===== config.mk =====
export PLATFORM = sky130hd
export DESIGN_NAME = debug_link_request_master
export DESIGN_NICKNAME = d
export VERILOG_FILES = /design/src/dlrm_pkg.sv /design/src/dlrm_front.sv /design/src/dlrm_queue.sv /design/src/dlrm_back.sv /design/src/debug_link_request_master.sv
export SDC_FILE = /design/constraint.sdc
export NUM_CORES = 1
export LEC_CHECK = 0
export ABC_CLOCK_PERIOD_IN_PS = 4100
export BUFFER_PORTS_ARGS = -buffer_cell sky130_fd_sc_hd__buf_2
export CAP_MARGIN = 20
export CELL_PAD_IN_SITES_DETAIL_PLACEMENT = 1
export CELL_PAD_IN_SITES_GLOBAL_PLACEMENT = 1
export CORE_MARGIN = 5
export CORE_UTILIZATION = 47
export CTS_CLUSTER_SIZE = 16
export DETAILED_ROUTE_END_ITERATION = 6
export PLACE_DENSITY_LB_ADDON = 0.1
export SYNTH_ARGS = -nofsm -noshare
export SYNTH_HDL_FRONTEND = slang
export SYNTH_SLANG_ARGS = --single-unit

===== constraint.sdc =====
create_clock -name clk -period 4.1 [get_ports clk]
set_input_delay 0.205 -clock clk [delete_from_list [all_inputs] [get_ports clk]]
set_output_delay 0.205 -clock clk [all_outputs]
set_load 0.1 [all_outputs]

===== src/dlrm_pkg.sv =====
// ----------------------------------------------------------------------------
// dlrm_pkg
// Shared types and codes of the debug link request master: command, opcode,
// result kind and status codes, register indexes and the job descriptor that
// travels from the front end to the back end.
// ----------------------------------------------------------------------------
package dlrm_pkg;

    // queue depth between front and back
    localparam int QUEUE_DEPTH_DEF = 4;

    // input item kinds
    localparam logic [1:0] CMD_REQUEST = 2'd0;
    localparam logic [1:0] CMD_LINK    = 2'd1;
    localparam logic [1:0] CMD_WDATA   = 2'd2;

    // request opcodes
    localparam logic [1:0] OP_STEP  = 2'd0;
    localparam logic [1:0] OP_RUN   = 2'd1;
    localparam logic [1:0] OP_READ  = 2'd2;
    localparam logic [1:0] OP_WRITE = 2'd3;

    // result kinds
    localparam logic [1:0] KIND_TX     = 2'd0;
    localparam logic [1:0] KIND_RDATA  = 2'd1;
    localparam logic [1:0] KIND_STATUS = 2'd2;

    // transfer status codes
    localparam logic [1:0] ST_GOOD = 2'd0;
    localparam logic [1:0] ST_BAD  = 2'd1;
    localparam logic [1:0] ST_ZERO = 2'd2;

    // configuration register indexes and reset values
    localparam logic CFG_ATTN = 1'b0;
    localparam logic CFG_SYNC = 1'b1;
    localparam logic [7:0] ATTN_RESET = 8'h01;
    localparam logic [7:0] SYNC_RESET = 8'h40;

    // saturation limit of the transfer counters
    localparam logic [15:0] COUNT_MAX = 16'hFFFF;

    // job types
    localparam logic JOB_SINGLE = 1'b0;  // one result, given as is
    localparam logic JOB_HEADER = 1'b1;  // opcode burst after sync

    // job descriptor; a header job carries the length in value
    typedef struct packed {
        logic        jtype;
        logic [1:0]  kind;
        logic [7:0]  value;
        logic [1:0]  status;
        logic [1:0]  op;
        logic [15:0] address;
        logic [15:0] good;
        logic [15:0] bad;
    } job_t;

endpackage


===== src/dlrm_front.sv =====
// ----------------------------------------------------------------------------
// dlrm_front
// Front end: accepts input items, runs the request phase machine, keeps the
// checksum and transfer counters and pushes one job per producing item.
// ----------------------------------------------------------------------------
module dlrm_front
    import dlrm_pkg::*;
(
    input  logic        clk,
    input  logic        rst_n,
    input  logic        cfg_we,
    input  logic        cfg_index,
    input  logic [7:0]  cfg_wdata,
    input  logic        in_valid,
    output logic        in_ready,
    input  logic [1:0]  in_cmd,
    input  logic [1:0]  in_op,
    input  logic [15:0] in_address,
    input  logic [7:0]  in_length,
    input  logic [7:0]  in_byte,
    input  logic        q_full,
    output logic        push,
    output job_t        push_job
);

    // phase codes
    localparam logic [2:0] PH_IDLE  = 3'd0;
    localparam logic [2:0] PH_SYNC  = 3'd1;
    localparam logic [2:0] PH_READ  = 3'd2;
    localparam logic [2:0] PH_WRITE = 3'd3;
    localparam logic [2:0] PH_CHECK = 3'd4;

    logic [7:0]  attn_reg;
    logic [7:0]  sync_reg;
    logic [2:0]  phase_reg, phase_next;
    logic [1:0]  pend_op_reg, pend_op_next;
    logic [7:0]  left_reg, left_next;
    logic [7:0]  sum_reg, sum_next;
    logic [15:0] good_reg, good_next;
    logic [15:0] bad_reg, bad_next;
    logic [15:0] addr_reg, addr_next;
    logic [7:0]  len_reg, len_next;
    logic        accept;
    logic [7:0]  left_dec;

    assign in_ready = !q_full;
    assign accept   = in_valid && in_ready;
    assign left_dec = left_reg - 8'd1;

    // configuration registers
    always_ff @(posedge clk or negedge rst_n)
    begin
        if (!rst_n)
        begin
            attn_reg <= ATTN_RESET;
            sync_reg <= SYNC_RESET;
        end
        else if (cfg_we)
        begin
            if (cfg_index == CFG_ATTN)
                attn_reg <= cfg_wdata;
            else
                sync_reg <= cfg_wdata;
        end
    end

    // phase machine and job build
    always_comb
    begin
        phase_next   = phase_reg;
        pend_op_next = pend_op_reg;
        left_next    = left_reg;
        sum_next     = sum_reg;
        good_next    = good_reg;
        bad_next     = bad_reg;
        addr_next    = addr_reg;
        len_next     = len_reg;
        push         = 1'b0;
        push_job     = '0;
        if (accept)
        begin
            case (phase_reg)
                PH_IDLE:
                begin
                    if (in_cmd == CMD_REQUEST)
                    begin
                        pend_op_next    = in_op;
                        addr_next       = in_address;
                        len_next        = in_length;
                        push            = 1'b1;
                        push_job.jtype  = JOB_SINGLE;
                        push_job.kind   = KIND_TX;
                        push_job.value  = attn_reg;
                        phase_next      = PH_SYNC;
                    end
                end
                PH_SYNC:
                begin
                    if (in_cmd == CMD_LINK && in_byte == sync_reg)
                    begin
                        push             = 1'b1;
                        push_job.jtype   = JOB_HEADER;
                        push_job.op      = pend_op_reg;
                        push_job.address = addr_reg;
                        push_job.value   = len_reg;
                        if (pend_op_reg == OP_READ || pend_op_reg == OP_WRITE)
                        begin
                            if (len_reg == 8'd0)
                                phase_next = PH_IDLE;
                            else
                            begin
                                left_next  = len_reg;
                                sum_next   = len_reg;
                                phase_next = (pend_op_reg == OP_READ) ? PH_READ : PH_WRITE;
                            end
                        end
                        else
                            phase_next = PH_IDLE;
                    end
                end
                PH_READ, PH_WRITE:
                begin
                    if ((phase_reg == PH_READ && in_cmd == CMD_LINK) ||
                        (phase_reg == PH_WRITE && in_cmd == CMD_WDATA))
                    begin
                        push           = 1'b1;
                        push_job.jtype = JOB_SINGLE;
                        push_job.kind  = (phase_reg == PH_READ) ? KIND_RDATA : KIND_TX;
                        push_job.value = in_byte;
                        sum_next       = sum_reg + in_byte;
                        left_next      = left_dec;
                        if (left_dec == 8'd0)
                            phase_next = PH_CHECK;
                    end
                end
                PH_CHECK:
                begin
                    if (in_cmd == CMD_LINK)
                    begin
                        push           = 1'b1;
                        push_job.jtype = JOB_SINGLE;
                        push_job.kind  = KIND_STATUS;
                        if (in_byte == sum_reg)
                        begin
                            if (good_reg != COUNT_MAX)
                                good_next = good_reg + 16'd1;
                            push_job.status = ST_GOOD;
                        end
                        else
                        begin
                            if (bad_reg != COUNT_MAX)
                                bad_next = bad_reg + 16'd1;
                            push_job.status = ST_BAD;
                        end
                        phase_next = PH_IDLE;
                    end
                end
                default:
                begin
                    phase_next = PH_IDLE;
                end
            endcase
        end
        push_job.good = good_next;
        push_job.bad  = bad_next;
    end

    // state registers
    always_ff @(posedge clk or negedge rst_n)
    begin
        if (!rst_n)
        begin
            phase_reg   <= PH_IDLE;
            pend_op_reg <= 2'd0;
            left_reg    <= 8'd0;
            sum_reg     <= 8'd0;
            good_reg    <= 16'd0;
            bad_reg     <= 16'd0;
            addr_reg    <= 16'd0;
            len_reg     <= 8'd0;
        end
        else
        begin
            phase_reg   <= phase_next;
            pend_op_reg <= pend_op_next;
            left_reg    <= left_next;
            sum_reg     <= sum_next;
            good_reg    <= good_next;
            bad_reg     <= bad_next;
            addr_reg    <= addr_next;
            len_reg     <= len_next;
        end
    end

endmodule


===== src/dlrm_queue.sv =====
// ----------------------------------------------------------------------------
// dlrm_queue
// Short job queue between front and back end; push and pop may happen in
// the same cycle.
// ----------------------------------------------------------------------------
module dlrm_queue
    import dlrm_pkg::*;
#(
    parameter int DEPTH = QUEUE_DEPTH_DEF
)
(
    input  logic clk,
    input  logic rst_n,
    input  logic push,
    input  job_t push_job,
    output logic full,
    input  logic pop,
    output logic empty,
    output job_t head
);

    localparam int AW = (DEPTH > 1) ? $clog2(DEPTH) : 1;
    localparam int CW = $clog2(DEPTH + 1);
    localparam logic [AW-1:0] LAST_PTR = AW'(DEPTH - 1);
    localparam logic [CW-1:0] FULL_CNT = CW'(DEPTH);

    job_t          slot_reg [DEPTH];
    logic [AW-1:0] wr_ptr_reg;
    logic [AW-1:0] rd_ptr_reg;
    logic [CW-1:0] cnt_reg;
    logic          do_push;
    logic          do_pop;

    assign full    = (cnt_reg == FULL_CNT);
    assign empty   = (cnt_reg == '0);
    assign do_push = push && !full;
    assign do_pop  = pop && !empty;
    assign head    = slot_reg[rd_ptr_reg];

    // storage
    always_ff @(posedge clk)
    begin
        if (do_push)
            slot_reg[wr_ptr_reg] <= push_job;
    end

    // pointers and fill count
    always_ff @(posedge clk or negedge rst_n)
    begin
        if (!rst_n)
        begin
            wr_ptr_reg <= '0;
            rd_ptr_reg <= '0;
            cnt_reg    <= '0;
        end
        else
        begin
            if (do_push)
                wr_ptr_reg <= (wr_ptr_reg == LAST_PTR) ? '0 : wr_ptr_reg + 1'b1;
            if (do_pop)
                rd_ptr_reg <= (rd_ptr_reg == LAST_PTR) ? '0 : rd_ptr_reg + 1'b1;
            if (do_push && !do_pop)
                cnt_reg <= cnt_reg + 1'b1;
            else if (do_pop && !do_push)
                cnt_reg <= cnt_reg - 1'b1;
        end
    end

endmodule


===== src/dlrm_back.sv =====
// ----------------------------------------------------------------------------
// dlrm_back
// Back end: expands the job at the queue head into its results, one per
// cycle while the output is ready, into the output register.
// ----------------------------------------------------------------------------
module dlrm_back
    import dlrm_pkg::*;
(
    input  logic        clk,
    input  logic        rst_n,
    input  logic        q_empty,
    input  job_t        head,
    output logic        pop,
    output logic        out_valid,
    input  logic        out_ready,
    output logic [1:0]  out_kind,
    output logic [7:0]  out_value,
    output logic        out_last,
    output logic [1:0]  out_status,
    output logic [15:0] out_good,
    output logic [15:0] out_bad
);

    logic [2:0]  idx_reg;
    logic        valid_reg;
    logic [1:0]  kind_reg;
    logic [7:0]  value_reg;
    logic        last_reg;
    logic [1:0]  status_reg;
    logic [15:0] good_reg;
    logic [15:0] bad_reg;
    logic [2:0]  res_cnt;
    logic        res_last;
    logic [1:0]  res_kind;
    logic [7:0]  res_value;
    logic [1:0]  res_status;
    logic        load;

    // number of results of the head job
    always_comb
    begin
        if (head.jtype == JOB_SINGLE)
            res_cnt = 3'd1;
        else if (head.op == OP_READ || head.op == OP_WRITE)
            res_cnt = (head.value == 8'd0) ? 3'd5 : 3'd4;
        else
            res_cnt = 3'd1;
    end

    assign res_last = (idx_reg == res_cnt - 3'd1);

    // result at the current index
    always_comb
    begin
        res_kind   = head.kind;
        res_value  = head.value;
        res_status = head.status;
        if (head.jtype == JOB_HEADER)
        begin
            res_kind   = KIND_TX;
            res_status = ST_GOOD;
            case (idx_reg)
                3'd0:    res_value = {6'd0, head.op} + 8'd1;
                3'd1:    res_value = head.address[7:0];
                3'd2:    res_value = head.address[15:8];
                3'd3:    res_value = head.value;
                default:
                begin
                    res_kind   = KIND_STATUS;
                    res_value  = 8'd0;
                    res_status = ST_ZERO;
                end
            endcase
        end
    end

    assign load = !q_empty && (!valid_reg || out_ready);
    assign pop  = load && res_last;

    // result index
    always_ff @(posedge clk or negedge rst_n)
    begin
        if (!rst_n)
            idx_reg <= 3'd0;
        else if (load)
            idx_reg <= res_last ? 3'd0 : idx_reg + 3'd1;
    end

    // output valid
    always_ff @(posedge clk or negedge rst_n)
    begin
        if (!rst_n)
            valid_reg <= 1'b0;
        else if (load)
            valid_reg <= 1'b1;
        else if (out_ready)
            valid_reg <= 1'b0;
    end

    // output payload
    always_ff @(posedge clk)
    begin
        if (load)
        begin
            kind_reg   <= res_kind;
            value_reg  <= res_value;
            last_reg   <= res_last;
            status_reg <= res_status;
            good_reg   <= head.good;
            bad_reg    <= head.bad;
        end
    end

    assign out_valid  = valid_reg;
    assign out_kind   = kind_reg;
    assign out_value  = value_reg;
    assign out_last   = last_reg;
    assign out_status = status_reg;
    assign out_good   = good_reg;
    assign out_bad    = bad_reg;

endmodule


===== src/debug_link_request_master.sv =====
// ----------------------------------------------------------------------------
// debug_link_request_master
// Host side of a byte-serial debug link: request, sync wait, opcode and
// header bytes, read/write data with additive checksum, transfer counters.
// ----------------------------------------------------------------------------
// first result of an item is written into a job queue slot, then loaded into
// the output register, from which it can leave when the queue ahead is empty
// throughput: one input item per cycle while the job queue has room
// results leave at one per cycle while the output is ready; a sync item makes
// up to five of them, so the output side can set the sustained item rate
// reset: asynchronous, clears phase, checksum, counters, queue and output
// valid; registers return to attention 0x01 and sync 0x40
module debug_link_request_master
    import dlrm_pkg::*;
#(
    parameter int QUEUE_DEPTH = QUEUE_DEPTH_DEF
)
(
    input  logic        clk,
    input  logic        rst_n,
    input  logic        cfg_we,
    input  logic        cfg_index,
    input  logic [7:0]  cfg_wdata,
    input  logic        s_axis_tvalid,
    output logic        s_axis_tready,
    input  logic [39:0] s_axis_tdata,   // op, address, length, byte_in
    input  logic [1:0]  s_axis_tuser,   // cmd
    output logic        m_axis_tvalid,
    input  logic        m_axis_tready,
    output logic [47:0] m_axis_tdata,   // value, status, good_count, bad_count
    output logic [1:0]  m_axis_tuser,   // kind
    output logic        m_axis_tlast
);

    job_t        push_job;
    job_t        head;
    logic        push;
    logic        pop;
    logic        q_full;
    logic        q_empty;
    logic [7:0]  out_value;
    logic [1:0]  out_status;
    logic [15:0] out_good;
    logic [15:0] out_bad;

    // request front end
    dlrm_front u_front
    (
        .clk        (clk),
        .rst_n      (rst_n),
        .cfg_we     (cfg_we),
        .cfg_index  (cfg_index),
        .cfg_wdata  (cfg_wdata),
        .in_valid   (s_axis_tvalid),
        .in_ready   (s_axis_tready),
        .in_cmd     (s_axis_tuser),
        .in_op      (s_axis_tdata[1:0]),
        .in_address (s_axis_tdata[17:2]),
        .in_length  (s_axis_tdata[25:18]),
        .in_byte    (s_axis_tdata[33:26]),
        .q_full     (q_full),
        .push       (push),
        .push_job   (push_job)
    );

    // job queue
    dlrm_queue #(.DEPTH(QUEUE_DEPTH)) u_queue
    (
        .clk      (clk),
        .rst_n    (rst_n),
        .push     (push),
        .push_job (push_job),
        .full     (q_full),
        .pop      (pop),
        .empty    (q_empty),
        .head     (head)
    );

    // result back end
    dlrm_back u_back
    (
        .clk        (clk),
        .rst_n      (rst_n),
        .q_empty    (q_empty),
        .head       (head),
        .pop        (pop),
        .out_valid  (m_axis_tvalid),
        .out_ready  (m_axis_tready),
        .out_kind   (m_axis_tuser),
        .out_value  (out_value),
        .out_last   (m_axis_tlast),
        .out_status (out_status),
        .out_good   (out_good),
        .out_bad    (out_bad)
    );

    // output packing
    assign m_axis_tdata = {6'd0, out_bad, out_good, out_status, out_value};

endmodule


==> reports/results.tsv <==
metric	value	unit
dieHeight	196	um
critPathMaxFanout	17	
hpwlAfterDp	22.7	mm
relSlewSlack	0.377	
cts.path.max_buffers	3	
clkTransAtPathRegs	60	ps
drtIter0Drc	558	
n_antenna_cell	0	
worstReg2RegStart	u_queue.rd_ptr_reg[0]	
drtAntennaViolNets	0	
syn-mean-instance-area	16.8	sq um
worstReg2RegEnd	u_queue.cnt_reg[2]	
clock-sinks	397	
wl	35.1	mm
critPathCapture	u_queue.cnt_reg[2]	
area_delta_synth_final	18.0	%
cp-start-kind	flop	
post-place-ws	515	ps
fp-row-count	68	
grt_pass1_vias	9847	
grt_setup_unrepaired	no	
ctsRootBufferMaster	clkbuf_16	
syn_inst	969	
cp_common_cell	xor2_1	
drive_gt1_frac	0.271	
cts_tree	done	
via_per_inst	5.52	
status	complete, no violations	
worst_pin_slew	934	ps
cts-resized-gates	0	
hold_viol_final	0	
reg2reg_slack	550	ps
hp-class	input pin to async pin	
async_flop_share	0.262	
grt_use_total	0.188	
slowest_stage	mux4_1	
tns	0	ps
synth-seq-cells	397	
die_area	0.0384	sq mm
synth_edf_count	293	
io_pins	109	
final_max_slew_viol_count	0	
crit_type	flop to flop	
cp-end-kind	flop	
dr.pass1.iters	5	
min_period_over_period	0.867	
nets	1213	
setup_viol_count_final	0	
core	0.0343	sq mm
fin_util	0.559	
critPathMaxStageDelay	670	ps
drv_cap	0	
cp_data_arrival_time	4010	ps
synth-seq-area-share	0.702	
crit_path_cell_trace	mux4_1, nor4_2, a2111oi_1, a31oi_1, nand2_2, nand2_4, ha_1, inv_1, fa_1, xor2_1, nor2_1, xor2_1	
clk_latency	550	ps
skew	16.7	ps
pwr_density_cell	730	mW/mm^2
grt_pass1_wl	57.1	mm
h-tree-depth	2	
finalWorstSetupSlack	547	ps
fin_crit	3550	ps
grt_overflow	0	
ys_dominant_reg_cell	edfxtp_1	
synth_area	0.0162	sq mm
drt-wirelength-per-cell	21.7	um
reg2regPathDepth	12	
largest_register_ffs	248	
antenna_found_initial	0	
io_buffer_count	96	
cts_buffers	43	
drc_errors	0	
fmax	281	MHz
cellLeakagePower	7.06	nW
vias	8935	
peakVddDrop	0.000446	V
cp-startpoint	u_queue.rd_ptr_reg[0]	
die_x	196	um
gp_congestion	0.779	
cts_setup_buffers	0	
critPathRequiredTime	4560	ps
grt_max_degree	54	
synth_warnings	0	
start_util	0.473	
ys_types	62	
## cells in the mapped netlist, types with 6 or more instances
master,number,area share
a21oi_1,26,0.0080
a222oi_1,8,0.0049
a22oi_1,9,0.0042
and2_1,28,0.011
and3_1,7,0.0027
buf_2,14,0.0043
buf_4,8,0.0037
clkbuf_1,19,0.0044
dfrtp_1,102,0.16
edfxtp_1,293,0.54
ha_1,23,0.018
inv_1,24,0.0055
mux2_2,49,0.034
mux2i_1,6,0.0037
mux4_2,60,0.083
nand2_1,45,0.010
nand3_1,13,0.0040
nand4_1,13,0.0050
nor2_1,56,0.013
nor2b_1,12,0.0046
nor3_1,12,0.0037
nor4_1,9,0.0035
o21ai_0,29,0.0089
xnor2_1,19,0.010
xor2_1,21,0.011
## metal layers
metal	up-vias	GRT usage	wire length, um
met5	-	0	0
met4	0	0.0409	576
met3	48	0.0276	1380
met2	169	0.321	17600
met1	4666	0.261	15500
li1	4052	-	-
## report_power, final
group          switching, mW  internal (mW)
clock                   1.54           2.30
sequential             0.469           5.10
combinational           3.12           1.47
total                   5.13           8.87
## layout by cell type (no fill, tap or decap), types with 12 or more instances in the layout
cell / instances
edfxtp_1: 293
dfrtp_1: 100
buf_2: 95
mux4_2: 60
nor2_1: 56
mux2_2: 49
nand2_1: 45
clkbuf_16: 43
dlygate4sd3_1: 36
o21ai_0: 29
a21oi_1: 25
inv_1: 24
and2_1: 24
ha_1: 23
xor2_1: 21
xnor2_1: 19
buf_4: 16
nand4_1: 13
nand3_1: 13
nor3_1: 12
## critical path, delay by kind of cell (launching register included)
family,cells,cell delay [ps]
simple gates,4,750
mux,1,670
flops,1,630
fa+ha+maj,2,620
compound gates,2,390
xor+xnor,2,320
buf+inv,1,70
## area by class of cell
type	count	area (sq um)
inverters	24	90.1
clock buffers	60	1200
multi-input cells	510	4560
fillers	3201	15100
well taps	455	569
clock inverters	17	196
flip-flops and latches	397	11400
repair buffers	156	1140
## cells by family (layout without fill, tap and decap cells)
group	Yosys count	in the layout	share of synthesized area
flops	397	397	0.702
other cells	1	6	0.000231
compound gates	109	109	0.0442
simple gates	211	211	0.0664
fa+ha+maj	25	25	0.0202
xor+xnor	40	40	0.0216
buf+inv	67	257	0.0189
mux	119	119	0.126
## timing repair
action | 4_1_cts | 5_1_grt
hold buffers | 36 | 0
hold endpoints to repair | 63 | 0
endpoints found under the setup margin | 0 | 0
## worst min path at each step
stage,startpoint,endpoint,slack (ps),depth (start not counted)
floorplan,rst_n,u_back.idx_reg[0],-90,0
global placement,rst_n,u_front.sync_reg[1],110,1
detailed placement,rst_n,u_front.attn_reg[2],110,1
CTS,rst_n,u_front.attn_reg[2],80,2
global route,rst_n,u_front.addr_reg[0],130,2
finish,rst_n,u_front.attn_reg[2],100,2
## stage by stage
stage               hold slack (ps)  instance area [sq um]  instances  total power, mW
detailed placement              113                  17400       1506             10.3
finish                         99.8                  19200       1619             14.0
global route                    127                  19200       1619             14.7
global placement                115                  17400       1506             10.2
CTS                            80.0                  19200       1619             14.2
floorplan                     -90.6                  16300        974             9.19
No activity file was read; power rests on OpenSTA's default activity.
